## config.mk

```make
export PLATFORM = sky130hd
export DESIGN_NAME = longest_common_substring_top_flat
export DESIGN_NICKNAME = d
export VERILOG_FILES = /design/src/hw/rtl/lcs_pkg.sv /design/src/hw/rtl/lcs_in_if.sv /design/src/hw/rtl/lcs_out_if.sv /design/src/hw/rtl/lcs_store.sv /design/src/hw/rtl/lcs_core.sv /design/src/hw/rtl/longest_common_substring_top.sv /design/src/flat_wrapper.sv
export SDC_FILE = /design/constraint.sdc
export NUM_CORES = 1
export LEC_CHECK = 0
export ABC_CLOCK_PERIOD_IN_PS = 3800
export BUFFER_PORTS_ARGS = -buffer_cell sky130_fd_sc_hd__buf_2
export CORE_ASPECT_RATIO = 1.75
export CORE_MARGIN = 5
export CORE_UTILIZATION = 62
export CTS_CLUSTER_SIZE = 16
export DETAILED_ROUTE_END_ITERATION = 10
export PLACE_DENSITY = 0.85
export SETUP_SLACK_MARGIN = 0.02
export SLEW_MARGIN = 10
export SYNTH_ARGS = -nofsm -noshare
export SYNTH_HDL_FRONTEND = slang
export SYNTH_SLANG_ARGS = --single-unit
```

## constraint.sdc

```tcl
create_clock -name clk_i -period 3.8 [get_ports clk_i]
set_input_delay 0.38 -clock clk_i [delete_from_list [all_inputs] [get_ports clk_i]]
set_output_delay 0.38 -clock clk_i [all_outputs]
set_load 0.005 [all_outputs]
```

## src/hw/rtl/lcs_pkg.sv

```systemverilog
package lcs_pkg;

  localparam int unsigned SYM_W = 8;
  localparam int unsigned MODE_W = 2;
  localparam int unsigned OUT_W = 5;

  typedef enum logic [MODE_W-1:0] {
    MODE_CLEAR   = 2'd0,
    MODE_APPEND1 = 2'd1,
    MODE_APPEND2 = 2'd2,
    MODE_COMPUTE = 2'd3
  } lcs_mode_e;

  typedef enum logic [2:0] {
    S_IDLE,
    S_ROW,
    S_RD,
    S_CMP,
    S_DONE
  } lcs_state_e;

  // string store update request
  typedef struct packed {
    logic clear;
    logic app_first;
    logic app_second;
  } lcs_load_t;

  // string store read enables
  typedef struct packed {
    logic first_re;
    logic second_re;
  } lcs_rd_t;

endpackage

```

## src/hw/rtl/lcs_in_if.sv

```systemverilog
interface lcs_in_if;
  import lcs_pkg::*;

  logic              valid;
  logic              ready;
  logic [MODE_W-1:0] mode;
  logic [SYM_W-1:0]  symbol;

  modport source (output valid, output mode, output symbol, input ready);
  modport sink (input valid, input mode, input symbol, output ready);
endinterface

```

## src/hw/rtl/lcs_out_if.sv

```systemverilog
interface lcs_out_if;
  import lcs_pkg::*;

  logic             valid;
  logic             ready;
  logic [OUT_W-1:0] match_length;
  logic [OUT_W-1:0] end_in_first;
  logic [OUT_W-1:0] end_in_second;
  logic             overflowed;

  modport source (output valid, output match_length, output end_in_first,
                  output end_in_second, output overflowed, input ready);
  modport sink (input valid, input match_length, input end_in_first,
                input end_in_second, input overflowed, output ready);
endinterface

```

## src/hw/rtl/lcs_store.sv

```systemverilog
module lcs_store
  import lcs_pkg::*;
#(
  parameter int unsigned MAX_LEN = 16
) (
  input  logic                               clk_i,
  input  logic                               rst_ni,
  input  lcs_load_t                          load_i,
  input  logic [SYM_W-1:0]                   symbol_i,
  input  lcs_rd_t                            rd_en_i,
  input  logic [((MAX_LEN > 1) ? $clog2(MAX_LEN) : 1)-1:0] first_addr_i,
  input  logic [((MAX_LEN > 1) ? $clog2(MAX_LEN) : 1)-1:0] second_addr_i,
  output logic [SYM_W-1:0]                   first_data_o,
  output logic [SYM_W-1:0]                   second_data_o,
  output logic [$clog2(MAX_LEN+1)-1:0]       first_len_o,
  output logic [$clog2(MAX_LEN+1)-1:0]       second_len_o,
  output logic                               overflow_o
);

  localparam int unsigned LW = $clog2(MAX_LEN + 1);
  localparam int unsigned AW = (MAX_LEN > 1) ? $clog2(MAX_LEN) : 1;

  logic [SYM_W-1:0] first_mem [MAX_LEN];
  logic [SYM_W-1:0] second_mem [MAX_LEN];
  logic [SYM_W-1:0] first_data_q, second_data_q;
  logic [LW-1:0]    first_len_q, first_len_d;
  logic [LW-1:0]    second_len_q, second_len_d;
  logic             overflow_q, overflow_d;
  logic             first_full, second_full;

  assign first_full  = (first_len_q == LW'(MAX_LEN));
  assign second_full = (second_len_q == LW'(MAX_LEN));

  always_ff @(posedge clk_i) begin
    if (load_i.app_first && !first_full) begin
      first_mem[first_len_q[AW-1:0]] <= symbol_i;
    end
    if (load_i.app_second && !second_full) begin
      second_mem[second_len_q[AW-1:0]] <= symbol_i;
    end
    if (rd_en_i.first_re) begin
      first_data_q <= first_mem[first_addr_i];
    end
    if (rd_en_i.second_re) begin
      second_data_q <= second_mem[second_addr_i];
    end
  end

  always_comb begin
    first_len_d  = first_len_q;
    second_len_d = second_len_q;
    overflow_d   = overflow_q;
    if (load_i.clear) begin
      first_len_d  = '0;
      second_len_d = '0;
      overflow_d   = 1'b0;
    end else if (load_i.app_first) begin
      if (first_full) begin
        overflow_d = 1'b1;
      end else begin
        first_len_d = first_len_q + LW'(1);
      end
    end else if (load_i.app_second) begin
      if (second_full) begin
        overflow_d = 1'b1;
      end else begin
        second_len_d = second_len_q + LW'(1);
      end
    end
  end

  always_ff @(posedge clk_i or negedge rst_ni) begin
    if (!rst_ni) begin
      first_len_q  <= '0;
      second_len_q <= '0;
      overflow_q   <= 1'b0;
    end else begin
      first_len_q  <= first_len_d;
      second_len_q <= second_len_d;
      overflow_q   <= overflow_d;
    end
  end

  assign first_data_o  = first_data_q;
  assign second_data_o = second_data_q;
  assign first_len_o   = first_len_q;
  assign second_len_o  = second_len_q;
  assign overflow_o    = overflow_q;

endmodule

```

## src/hw/rtl/lcs_core.sv

```systemverilog
module lcs_core
  import lcs_pkg::*;
#(
  parameter int unsigned MAX_LEN = 16
) (
  input  logic                               clk_i,
  input  logic                               rst_ni,
  input  logic                               start_i,
  output logic                               in_ready_o,
  input  logic [$clog2(MAX_LEN+1)-1:0]       first_len_i,
  input  logic [$clog2(MAX_LEN+1)-1:0]       second_len_i,
  input  logic                               overflow_i,
  output lcs_rd_t                            rd_en_o,
  output logic [((MAX_LEN > 1) ? $clog2(MAX_LEN) : 1)-1:0] first_addr_o,
  output logic [((MAX_LEN > 1) ? $clog2(MAX_LEN) : 1)-1:0] second_addr_o,
  input  logic [SYM_W-1:0]                   first_data_i,
  input  logic [SYM_W-1:0]                   second_data_i,
  output logic                               out_valid_o,
  input  logic                               out_ready_i,
  output logic [OUT_W-1:0]                   match_length_o,
  output logic [OUT_W-1:0]                   end_in_first_o,
  output logic [OUT_W-1:0]                   end_in_second_o,
  output logic                               overflowed_o
);

  localparam int unsigned LW = $clog2(MAX_LEN + 1);
  localparam int unsigned AW = (MAX_LEN > 1) ? $clog2(MAX_LEN) : 1;

  lcs_state_e state_q, state_d;

  logic [LW-1:0] i_q, i_d, j_q, j_d;
  logic [LW-1:0] diag_q, diag_d;
  logic [LW-1:0] best_len_q, best_len_d;
  logic [LW-1:0] best_i_q, best_i_d;
  logic [LW-1:0] best_j_q, best_j_d;
  logic          out_valid_q, out_valid_d;
  logic [OUT_W-1:0] len_out_q, len_out_d;
  logic [OUT_W-1:0] ei_out_q, ei_out_d;
  logic [OUT_W-1:0] ej_out_q, ej_out_d;
  logic          ovf_out_q, ovf_out_d;

  // one previous-row entry per column, updated in place
  logic [LW-1:0] row_mem [MAX_LEN+1];
  logic [LW-1:0] row_rdata_q;
  logic          row_re, row_we;
  logic [LW-1:0] cur_val;

  logic [LW-1:0] im1, jm1, prev_val, cand;
  logic          hit;
  logic [LW+OUT_W-1:0] len_ext, ei_ext, ej_ext;

  assign im1 = i_q - LW'(1);
  assign jm1 = j_q - LW'(1);
  assign first_addr_o  = im1[AW-1:0];
  assign second_addr_o = jm1[AW-1:0];

  // row 1 sees an all-zero previous row, so the scratch row needs no clearing
  assign prev_val = (i_q == LW'(1)) ? '0 : row_rdata_q;
  assign hit      = (first_data_i == second_data_i);
  assign cand     = diag_q + LW'(1);
  assign cur_val  = hit ? cand : '0;

  assign len_ext = {{OUT_W{1'b0}}, best_len_q};
  assign ei_ext  = {{OUT_W{1'b0}}, best_i_q};
  assign ej_ext  = {{OUT_W{1'b0}}, best_j_q};

  always_ff @(posedge clk_i) begin
    if (row_we) begin
      row_mem[j_q] <= cur_val;
    end
    if (row_re) begin
      row_rdata_q <= row_mem[j_q];
    end
  end

  always_comb begin
    state_d     = state_q;
    i_d         = i_q;
    j_d         = j_q;
    diag_d      = diag_q;
    best_len_d  = best_len_q;
    best_i_d    = best_i_q;
    best_j_d    = best_j_q;
    out_valid_d = out_valid_q & ~out_ready_i;
    len_out_d   = len_out_q;
    ei_out_d    = ei_out_q;
    ej_out_d    = ej_out_q;
    ovf_out_d   = ovf_out_q;
    rd_en_o     = '0;
    row_re      = 1'b0;
    row_we      = 1'b0;

    case (state_q)
      S_IDLE: begin
        if (start_i) begin
          best_len_d = '0;
          best_i_d   = '0;
          best_j_d   = '0;
          i_d        = LW'(1);
          j_d        = LW'(1);
          if (first_len_i == '0 || second_len_i == '0) begin
            state_d = S_DONE;
          end else begin
            state_d = S_ROW;
          end
        end
      end
      S_ROW: begin
        rd_en_o.first_re = 1'b1;
        diag_d  = '0;
        state_d = S_RD;
      end
      S_RD: begin
        rd_en_o.second_re = 1'b1;
        row_re  = 1'b1;
        state_d = S_CMP;
      end
      S_CMP: begin
        row_we = 1'b1;
        diag_d = prev_val;
        // >= keeps the last maximum in row-major order
        if (hit && cand >= best_len_q) begin
          best_len_d = cand;
          best_i_d   = i_q;
          best_j_d   = j_q;
        end
        if (j_q == second_len_i) begin
          j_d = LW'(1);
          if (i_q == first_len_i) begin
            state_d = S_DONE;
          end else begin
            i_d     = i_q + LW'(1);
            state_d = S_ROW;
          end
        end else begin
          j_d     = j_q + LW'(1);
          state_d = S_RD;
        end
      end
      S_DONE: begin
        if (!out_valid_q || out_ready_i) begin
          out_valid_d = 1'b1;
          len_out_d   = len_ext[OUT_W-1:0];
          ei_out_d    = ei_ext[OUT_W-1:0];
          ej_out_d    = ej_ext[OUT_W-1:0];
          ovf_out_d   = overflow_i;
          state_d     = S_IDLE;
        end
      end
      default: begin
        state_d = S_IDLE;
      end
    endcase
  end

  always_ff @(posedge clk_i or negedge rst_ni) begin
    if (!rst_ni) begin
      state_q     <= S_IDLE;
      out_valid_q <= 1'b0;
    end else begin
      state_q     <= state_d;
      out_valid_q <= out_valid_d;
    end
  end

  always_ff @(posedge clk_i) begin
    i_q        <= i_d;
    j_q        <= j_d;
    diag_q     <= diag_d;
    best_len_q <= best_len_d;
    best_i_q   <= best_i_d;
    best_j_q   <= best_j_d;
    len_out_q  <= len_out_d;
    ei_out_q   <= ei_out_d;
    ej_out_q   <= ej_out_d;
    ovf_out_q  <= ovf_out_d;
  end

  assign in_ready_o      = (state_q == S_IDLE);
  assign out_valid_o     = out_valid_q;
  assign match_length_o  = len_out_q;
  assign end_in_first_o  = ei_out_q;
  assign end_in_second_o = ej_out_q;
  assign overflowed_o    = ovf_out_q;

`ifndef ASSERT_OFF
  a_cell_in_range: assert property (@(posedge clk_i) disable iff (!rst_ni)
    state_q == S_CMP |-> (j_q != '0 && j_q <= second_len_i &&
                          i_q != '0 && i_q <= first_len_i))
    else $error("table cell index outside the loaded strings");

  a_best_bounded: assert property (@(posedge clk_i) disable iff (!rst_ni)
    state_q != S_IDLE |-> (best_len_q <= i_q && best_len_q <= second_len_i))
    else $error("best match longer than the rows walked");

  a_result_from_done: assert property (@(posedge clk_i) disable iff (!rst_ni)
    $rose(out_valid_q) |-> $past(state_q == S_DONE))
    else $error("result raised outside the done step");
`endif

endmodule

```

## src/hw/rtl/longest_common_substring_top.sv

```systemverilog
// Longest common substring of two byte strings of up to MAX_LEN characters.
// Each item carries a mode: clear both strings, append the symbol to the
// first or second string, or compute. Clear and append return nothing;
// an append to a full string is dropped and sets the overflow flag, which
// clear resets. Compute returns one item with the match length and the
// one-past-end positions in both strings (ties go to the last maximum in
// row-major order; all zero when nothing matches). A compute keeps the
// block busy after acceptance: one byte comparator and one increment are
// shared across the table cells, each row first fetches its first-string
// character, each cell then does the registered reads of its second-string
// character and row-memory entry before the compare, and the result is
// then handed over. A finished result waits in an output register while
// loads continue; a compute that finishes while that register still holds
// an unaccepted result stays busy until the older one is taken.
module longest_common_substring_top
  import lcs_pkg::*;
#(
  parameter int unsigned MAX_LEN = 16
) (
  input  logic clk_i,
  input  logic rst_ni,
  lcs_in_if.sink    in_i,
  lcs_out_if.source out_o
);

  localparam int unsigned LW = $clog2(MAX_LEN + 1);
  localparam int unsigned AW = (MAX_LEN > 1) ? $clog2(MAX_LEN) : 1;

  logic          in_ready, accept;
  lcs_load_t     load;
  lcs_rd_t       rd_en;
  logic [AW-1:0] first_addr, second_addr;
  logic [SYM_W-1:0] first_data, second_data;
  logic [LW-1:0] first_len, second_len;
  logic          overflow;
  logic          start;

  assign accept     = in_i.valid & in_ready;
  assign in_i.ready = in_ready;

  assign load.clear      = accept && (in_i.mode == MODE_CLEAR);
  assign load.app_first  = accept && (in_i.mode == MODE_APPEND1);
  assign load.app_second = accept && (in_i.mode == MODE_APPEND2);
  assign start           = accept && (in_i.mode == MODE_COMPUTE);

  lcs_store #(
    .MAX_LEN (MAX_LEN)
  ) u_store (
    .clk_i         (clk_i),
    .rst_ni        (rst_ni),
    .load_i        (load),
    .symbol_i      (in_i.symbol),
    .rd_en_i       (rd_en),
    .first_addr_i  (first_addr),
    .second_addr_i (second_addr),
    .first_data_o  (first_data),
    .second_data_o (second_data),
    .first_len_o   (first_len),
    .second_len_o  (second_len),
    .overflow_o    (overflow)
  );

  lcs_core #(
    .MAX_LEN (MAX_LEN)
  ) u_core (
    .clk_i           (clk_i),
    .rst_ni          (rst_ni),
    .start_i         (start),
    .in_ready_o      (in_ready),
    .first_len_i     (first_len),
    .second_len_i    (second_len),
    .overflow_i      (overflow),
    .rd_en_o         (rd_en),
    .first_addr_o    (first_addr),
    .second_addr_o   (second_addr),
    .first_data_i    (first_data),
    .second_data_i   (second_data),
    .out_valid_o     (out_o.valid),
    .out_ready_i     (out_o.ready),
    .match_length_o  (out_o.match_length),
    .end_in_first_o  (out_o.end_in_first),
    .end_in_second_o (out_o.end_in_second),
    .overflowed_o    (out_o.overflowed)
  );

endmodule
```

## src/flat_wrapper.sv

```systemverilog
// flat-port wrapper written by rule: the top's interface ports become plain ports
module longest_common_substring_top_flat import lcs_pkg::*;
#(
  parameter int unsigned MAX_LEN = 16
)
  (clk_i, rst_ni, in_i_valid, in_i_mode, in_i_symbol, in_i_ready, out_o_valid, out_o_match_length, out_o_end_in_first, out_o_end_in_second, out_o_overflowed, out_o_ready);
  lcs_in_if in_i_i ();
  lcs_out_if out_o_i ();
  input  logic clk_i;
  input  logic rst_ni;
  input wire logic [$bits(in_i_i.valid)-1:0] in_i_valid;
  input wire logic [$bits(in_i_i.mode)-1:0] in_i_mode;
  input wire logic [$bits(in_i_i.symbol)-1:0] in_i_symbol;
  output wire logic [$bits(in_i_i.ready)-1:0] in_i_ready;
  output wire logic [$bits(out_o_i.valid)-1:0] out_o_valid;
  output wire logic [$bits(out_o_i.match_length)-1:0] out_o_match_length;
  output wire logic [$bits(out_o_i.end_in_first)-1:0] out_o_end_in_first;
  output wire logic [$bits(out_o_i.end_in_second)-1:0] out_o_end_in_second;
  output wire logic [$bits(out_o_i.overflowed)-1:0] out_o_overflowed;
  input wire logic [$bits(out_o_i.ready)-1:0] out_o_ready;
  assign in_i_i.valid = in_i_valid;
  assign in_i_i.mode = in_i_mode;
  assign in_i_i.symbol = in_i_symbol;
  assign in_i_ready = in_i_i.ready;
  assign out_o_valid = out_o_i.valid;
  assign out_o_match_length = out_o_i.match_length;
  assign out_o_end_in_first = out_o_i.end_in_first;
  assign out_o_end_in_second = out_o_i.end_in_second;
  assign out_o_overflowed = out_o_i.overflowed;
  assign out_o_i.ready = out_o_ready;
  longest_common_substring_top #(.MAX_LEN(MAX_LEN)) u_core (.clk_i(clk_i), .rst_ni(rst_ni), .in_i(in_i_i), .out_o(out_o_i));
endmodule
```

After elaboration in Yosys (flattened, before gate mapping)

Memories as Yosys holds them, arrays and structs flattened. A register that Yosys moved wholly into a read port is not among the register bits.
Cells that the tools add are included.

Add/sub/neg operators: 7
$lt $le $gt $ge: 1
Eq/ne operators: 22
Muxes and demuxes: 45
Bitwise logic cells: 3
Reductions and logical operators: 30

Operators with widths:

| cell                                                                     | count |
|---|---|
| 5-bit two-way mux                                                        | 17 |
| 5-bit case mux with 2 select lines                                       | 6 |
| 5-bit by 1-bit adder with 5-bit output (second input constant)           | 5 |
| 1-bit two-way mux                                                        | 16 |
| 3-bit two-way mux                                                        | 5 |
| 3-bit case mux with 5 select lines                                       | 1 |
| 5-bit equality test                                                      | 2 |
| 5-bit equality test (second input constant)                              | 2 |
| 5-bit logical NOT                                                        | 2 |
| 2-bit inequality test (second input constant)                            | 5 |
| 3-bit AND reduction                                                      | 3 |
| 8-bit equality test                                                      | 1 |
| 2-bit AND reduction                                                      | 4 |
| 2-bit nonzero test                                                       | 4 |
| 4-bit by 1-bit subtractor with 4-bit output (second input constant)      | 2 |
| 1-bit logical AND                                                        | 7 |
| 3-bit by 2-bit equality test with 1-bit output (second input constant)   | 2 |
| 2-bit by 1-bit inequality test with 1-bit output (second input constant) | 3 |
| 3-bit nonzero test                                                       | 2 |
| 5-bit by 1-bit equality test with 1-bit output (second input constant)   | 1 |
| 5-bit greater-or-equal comparator                                        | 1 |
| 2-bit equality test (second input constant)                              | 2 |
| 4-bit AND reduction                                                      | 1 |
| 3-bit by 1-bit equality test with 1-bit output (second input constant)   | 1 |
| other kinds (9)                                                          | 13 |

Bits in registers: 61
Memory bits (writable): 341
Input port bits: 14
Output and inout bits: 18
Logic and storage cells: 126
Memories kept: 3

Memory list:

| memory                    | words | bits a word | rd ports | clocked after Yosys merged registers in | wr ports | RTL line        | source |
|---|---|---|---|---|---|---|---|
| u_core.u_store.first_mem  | 16    | 8           | 1        | 1                                       | 1        | lcs_store.sv:23 | `logic [SYM_W-1:0] first_mem [MAX_LEN];` |
| u_core.u_store.second_mem | 16    | 8           | 1        | 1                                       | 1        | lcs_store.sv:24 | `logic [SYM_W-1:0] second_mem [MAX_LEN];` |
| u_core.u_core.row_mem     | 17    | 5           | 1        | 1                                       | 1        | lcs_core.sv:43  | `logic [LW-1:0] row_mem [MAX_LEN+1];` |

Logic depth before layout (Yosys ltp)

Gate-level depths: netlist (run 1).

Depth in word-level cells: 6
Mapped depth: 11
Gate-level depth less buffers: 9

Hierarchy

A second synthesis (run 1) with hierarchy kept.

Cells, all modules: 952
Area, all modules: 17275.3 um^2

Modules (own cells, without submodules):

| module                       | instances | cells an instance | area an instance (um^2) | seq. area each (um^2) |
|---|---|---|---|---|
| lcs_store                    | 1         | 521               | 11121.9                 | 8443.1 |
| lcs_core                     | 1         | 427               | 6108.4                  | 4184.0 |
| longest_common_substring_top | 1         | 4                 | 45.0                    | 0.0 |

Worst setup path after synthesis (run 1)

OpenSTA, ideal clock, no wires.

Path kind: register -> register
Start point: reg u_core.u_core.diag_q[0]
End point: reg u_core.u_core.best_i_q[0] (enable)
Setup time: 411 ps
Data arrival time: 2764 ps
Required time: 3389 ps
Setup slack: 625 ps
Cell stages (with the launch flop): 10
Path buffers: 0
Cells stage by stage: edfxtp_1 ha_1 nand3_1 xor2_1 inv_1 ha_1 nand4_1 a21oi_1 a211oi_1 o31ai_1

Cells in the longest elaborated chain, start to end: 5

Ends and longest elaborated chain:

| what                                   | RTL line        | source |
|---|---|---|
| start: declaration                     | lcs_core.sv:32  | `logic [LW-1:0] diag_q, diag_d;` |
| start signal: assignment               | lcs_core.sv:169 | `diag_q <= diag_d;` |
| 5-bit by 1-bit adder with 5-bit output | lcs_core.sv:60  | `assign cand = diag_q + LW'(1);` |
| net u_core.u_core.cand[4]              | lcs_core.sv:48  | `logic [LW-1:0] im1, jm1, prev_val, cand;` |
| 5-bit greater-or-equal comparator      | lcs_core.sv:122 | `if (hit && cand >= best_len_q) begin` |
| 1-bit logical AND                      | lcs_core.sv:122 |  |
| 2-bit inequality test (no line)        | n/a             |  |
| 3-bit AND reduction (no line)          | n/a             |  |
| end signal: assignment                 | lcs_core.sv:171 | `best_i_q <= best_i_d;` |
| end: declaration                       | lcs_core.sv:34  | `logic [LW-1:0] best_i_q, best_i_d;` |

The timed path passes the listed nets, and every way through them passes these cells.
A chain may end at the register's enable or synchronous reset.

Worst setup path in the final report (run 1)

Start point: reg u_core.u_core.state_q[1]
End point: mem u_core.u_store.second_mem[2][4] (enable)

Cells in the longest elaborated chain, start to end: 6

Ends and longest elaborated chain:

| what                                    | RTL line                           | source |
|---|---|---|
| start: declaration                      | lcs_core.sv:29                     | `lcs_state_e state_q, state_d;` |
| start signal: assignment                | lcs_core.sv:161                    | `state_q <= state_d;` |
| 3-bit logical NOT                       | lcs_core.sv:179                    | `assign in_ready_o = (state_q == S_IDLE);` |
| 1-bit bitwise AND                       | longest_common_substring_top.sv:38 | `assign accept = in_i.valid & in_ready;` |
| 1-bit logical AND                       | longest_common_substring_top.sv:43 | `assign load.app_second = accept && (in_i.mode == MODE_APPEND2);` |
| 1-bit logical AND                       | lcs_store.sv:38                    | `if (load_i.app_second && !second_full) begin` |
| 1-bit two-way mux                       | lcs_store.sv:38                    |  |
| 1-bit two-way mux (implied by the code) | lcs_store.sv:39                    | `second_mem[second_len_q[AW-1:0]] <= symbol_i;` |
| end: declaration                        | lcs_store.sv:24                    |  |

No other way between the ends.

==> results of run 1 <==
## worst paths after layout
path | depth (start not counted) | end | from | slack (ps)
setup / recovery | 4 | u_core.u_store.second_mem[2][4] | u_core.u_core.state_q[1] | 880
hold / removal | 3 | u_core.u_core.out_valid_o | out_o_ready | 230
setup reg to reg | 4 | u_core.u_store.second_mem[2][4] | u_core.u_core.state_q[1] | 880
hold reg to reg | 0 | u_core.u_core.end_in_first_o[0] | u_core.u_core.best_i_q[0] | 420
max in group asynchronous | 2 | u_core.u_store.overflow_o | rst_ni | 3180
min in group asynchronous | 2 | u_core.u_core.out_valid_o | rst_ni | 330
## report_power, final
part	total [mW]	switching (mW)	internal, mW
logic	1.48	0.938	0.544
registers	5.58	0.216	5.37
clock network	3.66	1.54	2.12
total	10.7	2.69	8.03
## flip-flops by register name (all words and copies together) (netlist names), 8 cells and up
name / cells
u_core.u_store.first_data_o: 8
u_core.u_store.second_data_o: 8
u_core.u_core.row_mem: 85
u_core.u_store.second_mem: 128
u_core.u_store.first_mem: 128
## critical path: stages, from the launching register on
cell and delay, ps:
dfrtp_1 550, nor4b_4 500, nand3_1 260, nor4_1 800, and2_1 460
## cell usage in the layout, fill, tap and decap left out, types with 13 or more instances in the layout
cell,count
and2_1,32
inv_1,27
clkbuf_16,37
dfrtp_1,15
nor3_1,13
buf_2,31
mux2i_1,65
xor2_1,20
edfxtp_1,408
nor2_1,50
buf_4,22
mux4_2,36
nand2_1,135
a221oi_1,20
nand3_1,54
ha_1,22
a32o_1,16
## logic make-up (layout without fill, tap and decap cells)
| group | Yosys count | count (layout) | share of synthesized area [%] |
|---|---|---|---|
| other | 0 | 1 | 0 |
| XOR/XNOR | 36 | 36 | 1.87 |
| adder cells (fa/ha/maj) | 22 | 22 | 1.59 |
| flip-flops | 423 | 423 | 73.0 |
| buffers and inverters | 78 | 143 | 1.99 |
| AND/OR/NAND/NOR | 335 | 335 | 9.25 |
| multiplexers | 102 | 102 | 8.52 |
| AO/OA/AOI/OAI | 79 | 79 | 3.77 |
## final cells by class
| cell class | count | area, µm² |
|---|---|---|
| antenna | 1 | 2.50 |
| clock buffer | 42 | 945 |
| clock inverter | 20 | 219 |
| fill | 1795 | 8700 |
| inverter | 27 | 101 |
| multi-input combinational | 574 | 4380 |
| sequential | 423 | 12600 |
| tap | 373 | 467 |
| timing repair buffer | 54 | 330 |
## routing by layer
layer / GRT usage [%] / up-vias
li1: - / 4175
met1: 25.2 / 4620
met2: 42.4 / 379
met3: 3.90 / 124
met4: 15.5 / 0
met5: 0 / -
## through the flow
stage | cell area (µm²) | hold slack, ps | utilization (%) | instances | setup WS [ps]
2_1_floorplan | 17300 | 84.4 | - | 1075 | 625
3_3_place_gp | 17900 | 328 | 64.4 | 1450 | 1060
3_5_place_dp | 17900 | 332 | 64.4 | 1450 | 912
4_1_cts | 19100 | 202 | 68.7 | 1513 | 900
5_1_grt | 19100 | 216 | 68.7 | 1513 | 769
6_report | 19100 | 228 | 68.7 | 1514 | 884
==> flow_metrics.tcl, run 1 <==
set metrics [dict create \
    status "completed" \
    die_w_um 136 \
    timing.setup.tns_ps 0 \
    grt_pass1_wl_um 54700 \
    wl_met3_um 1840 \
    async_flop_share_pct 3.55 \
    cts_root_buffer "clkbuf_16" \
    cts_resized 0 \
    via_count 9298 \
    critical_path_class "flop to flop" \
    cp-end-kind "flop" \
    rows 81 \
    wl_met2_um 19600 \
    nNetsFinal 1152 \
    first_global_vias 9695 \
    synthFlopType "edfxtp_1" \
    overflow 0 \
    yosysMostFrequentCell "edfxtp_1" \
    grt_start_max_net_pins 42 \
    cap_viol_max_count 0 \
    drc 0 \
    synthTopCellsByArea "edfxtp_1 (71%), mux4_2 (4.7%), mux2i_1 (3.8%), nand2_1 (2.9%), dfrtp_1 (2.2%)" \
    report.final.slew_viol_count 0 \
    vdd_drop_max_mv 0.328 \
    routed_via_density 6.14 \
    synth_top_area_share_pct 70.8 \
    port-buffer-count 31 \
    post-cts-setup-buffers 0 \
    clock_path_buffers 3 \
    path_max_fanout 15 \
    syn_to_final_growth_pct 10.3 \
    die-area_mm2 0.0315 \
    antenna_left 0 \
    top_layer_used "met4" \
    layout_min_cycle_time_ps 2920 \
    cts_max_level 2 \
    min_period_over_period_pct 76.7 \
    num_io_pins 32 \
    synth_common_cells "edfxtp_1 (408), nand2_1 (135), mux2i_1 (65)" \
    cts.sinks 423 \
    tritoncts "yes" \
    synthDistinctLibCells 57 \
    synth_edf_count 408 \
    setup_violations 0 \
    powerDensity_mw_per_mm2 562 \
    syn-num-nets 1111 \
    antenna_found_initial 0 \
    ys_ff_latch 423 \
    p_leak_nw 6.75 \
    start_util_pct 62.3 \
    cts_made_buffers 36 \
    synth_warnings 0 \
    die_y_um 231 \
    worst_slew_pin_slew_ps 1140 \
    clk_pin_slew_worst_paths_ps 70 \
    wl_per_cell_um 23.7 \
    hp-class "input pin to flop" \
    cts_hold_buffers 1 \
    dp_hpwl_um 24200 \
    hold_viol 0 \
    met1Wirelength_um 11800 \
    routed_wirelength_um 35900 \
    power_mw 10.7 \
    drive_above_1_share_pct 13.5 \
    place.gp.congestion 0.944 \
    critPathLaunchType "flop" \
    max_freq_mhz 343 \
    coreArea_mm2 0.0278 \
    finClkSkew_ps 14.5 \
    rsz0062_at_grt "no" \
    clock_latency_ps 520 \
    drt_iter0_markers 811 \
    syn_avg_cell_area_um2 16.1 \
    crit_arrival_ps 3100 \
    synth-seq-area-share_pct 73.0 \
    first_pass_iters 5 \
    worstPathRequired_ps 3990 \
    track_usage_pct 23.6 \
    syn_area_mm2 0.0173 \
    maxSlewHeadroom_pct 23.3 \
    synth_largest_area_cell "edfxtp_1" \
    netlist_instances 1075 \
]
Power figures use the tool's default switching activity.
==> inputs of run 2 (changes only) <==
- ABC_CLOCK_PERIOD_IN_PS: 3800 -> 2700
- clock period: 3.8 -> 2.7 ns (I/O delays scaled with it)
==> run 2 against run 1 <==
Against the previous run:
- flip-flop and latch count unchanged
- worst setup slack worse by 710 ps
- total power grew 40%
- global-route usage increased by 0.29 points
- fmax grew 15%
- register-to-register slack got worse by 710 ps
- via count up 0.53%
- core utilization rose by 0.82 points
- clock power is 36% higher
- clock-buffer cell count grew 1
- non-clock buffer count up 33
==> flow_metrics.tcl, run 2 (synthesis gave the netlist of run 1 again) <==
set metrics [dict create \
    swShare_pct 25.4 \
    grt_util_met1_pct 28.6 \
    timing.setup.tns_ps 0 \
    grt_pass1_wl_um 56500 \
    antenna_found_initial 1 \
    post-cts-setup-buffers 0 \
    pwr-share-seq_pct 52.0 \
    die_y_um 231 \
    routed_wirelength_um 36100 \
    finClkSkew_ps 8.86 \
    r2r_slack_ps 170 \
    cts_made_buffers 36 \
    fin_hold_ws_ps 101 \
    path_max_fanout 15 \
    cp-endpoint "u_core.u_core.best_j_q[0]" \
    report.final.slew_viol_count 0 \
    clock_latency_ps 520 \
    reg2reg_depth 9 \
    layout_commonest_cell "edfxtp_1" \
    clk_pin_slew_worst_paths_ps 70 \
    rsz0062_at_grt "no" \
    routed_via_density 6.05 \
    maxSlewHeadroom_pct 26.7 \
    post-route-util_pct 69.5 \
    r2r-end "u_core.u_core.best_j_q[0]" \
    status "completed" \
    clock_path_buffers 3 \
    worstPathRequired_ps 2970 \
    grt_start_max_net_pins 42 \
    cts.sinks 423 \
    critical_path_class "flop to flop" \
    min_period_over_period_pct 93.7 \
    worst_slew_pin_slew_ps 1090 \
    hold_viol 0 \
    layout_min_cycle_time_ps 2530 \
    hp-class "input pin to flop" \
    first_global_vias 9872 \
    die-area_mm2 0.0315 \
    syn_to_final_growth_pct 11.6 \
    cap_viol_max_count 0 \
    die_w_um 136 \
    p_leak_nw 6.90 \
    use_met2_pct 43.0 \
    grt_use_met3_pct 3.21 \
    dp_hpwl_um 23400 \
    setup_violations 0 \
    placed_area_mm2 0.0182 \
    first_pass_iters 5 \
    port-buffer-count 31 \
    coreArea_mm2 0.0278 \
    start_util_pct 62.3 \
    drc 0 \
    drive_above_1_share_pct 16.1 \
    p_int_mw 11.2 \
    drt_iter0_markers 719 \
    reg2reg_from "u_core.u_core.diag_q[1]" \
    tritoncts "yes" \
    powerDensity_mw_per_mm2 777 \
    via_count 9347 \
    crit_arrival_ps 2790 \
    postLayoutCellArea_mm2 0.0193 \
    n_fill_cell 1782 \
    place.gp.congestion 0.871 \
    cts_max_level 2 \
    track_usage_pct 23.9 \
    crit_start "u_core.u_core.diag_q[1]" \
    wl_per_cell_um 23.4 \
    final_cell_mix "edfxtp_1 (408), nand2_1 (135), mux2i_1 (65), nand3_1 (54), buf_4 (53)" \
    critPathLaunchType "flop" \
    power_mw 15.0 \
    cp-end-kind "flop" \
    top_usage_layer "met2" \
    power.clock.fraction_pct 33.1 \
    overflow 0 \
    antenna_left 0 \
    vdd_drop_max_mv 0.639 \
    power.switching_mw 3.81 \
    cts_root_buffer "clkbuf_16" \
    nNetsFinal 1185 \
    num_io_pins 32 \
    max_freq_mhz 395 \
    rows 81 \
    combPwrFrac_pct 15.0 \
]
==> run 2: how the worst min path moves through the flow <==
| stage | from | slack, ps | cells past startpoint | endpoint |
|---|---|---|---|---|
| 6_report | out_o_ready | 100 | 3 | u_core.u_core.out_valid_o |
| 5_1_grt | out_o_ready | 100 | 3 | u_core.u_core.out_valid_o |
| 4_1_cts | out_o_ready | 80 | 3 | u_core.u_core.out_valid_o |
| 3_5_place_dp | rst_ni | 230 | 1 | u_core.u_core.out_valid_o |
| 3_3_place_gp | rst_ni | 220 | 1 | u_core.u_core.out_valid_o |
| 2_1_floorplan | rst_ni | -30 | 0 | u_core.u_core.out_valid_o |
==> run 2: power by group through the flow <==
stage                     clock (mW)  sequential [mW]  combinational [mW]
after floorplan                    0             7.83                1.49
after global placement             0             7.91                2.15
after detailed placement           0             7.92                2.21
after CTS                       5.03             7.79                2.25
after global routing            5.32             7.81                2.44
final                           4.96             7.79                2.24
==> run 2: layer usage <==
layer | wire length, µm | part of all wire, %
met5 | 0 | 0
met4 | 1680 | 4.7
met1 | 12800 | 35
met3 | 1810 | 5.0
met2 | 19900 | 55
==> run 2: repair_timing <==
action                                 4_1_cts  5_1_grt
endpoints found under the hold margin       15        0
gates resized for setup                      0        0
hold buffers                                 1        0
==> run 2: through the flow <==
stage          setup slack [ps]  instances
3_5_place_dp                185       1483
2_1_floorplan              27.0       1075
6_report                    171       1544
3_3_place_gp                256       1483
5_1_grt                    65.3       1542
4_1_cts                     179       1542
==> run 2: area by class of cell <==
class | count | area, µm² | share of cell area [%]
well taps | 373 | 467 | 2.42
multi-input cells | 574 | 4380 | 22.7
diodes | 2 | 5.00 | 0.0259
repair buffers | 87 | 603 | 3.13
clock buffers | 43 | 978 | 5.07
flip-flops and latches | 423 | 12600 | 65.4
inverters | 27 | 101 | 0.525
clock inverters | 15 | 135 | 0.700
==> run 2: critical path: stages (launching register included) <==
cell and delay, ps:
edfxtp_1 410, ha_1 230, xnor2_1 260, inv_1 90, ha_1 290, a21o_1 160, a21o_1 170, a211oi_1 380
o31ai_4 80, buf_4 210
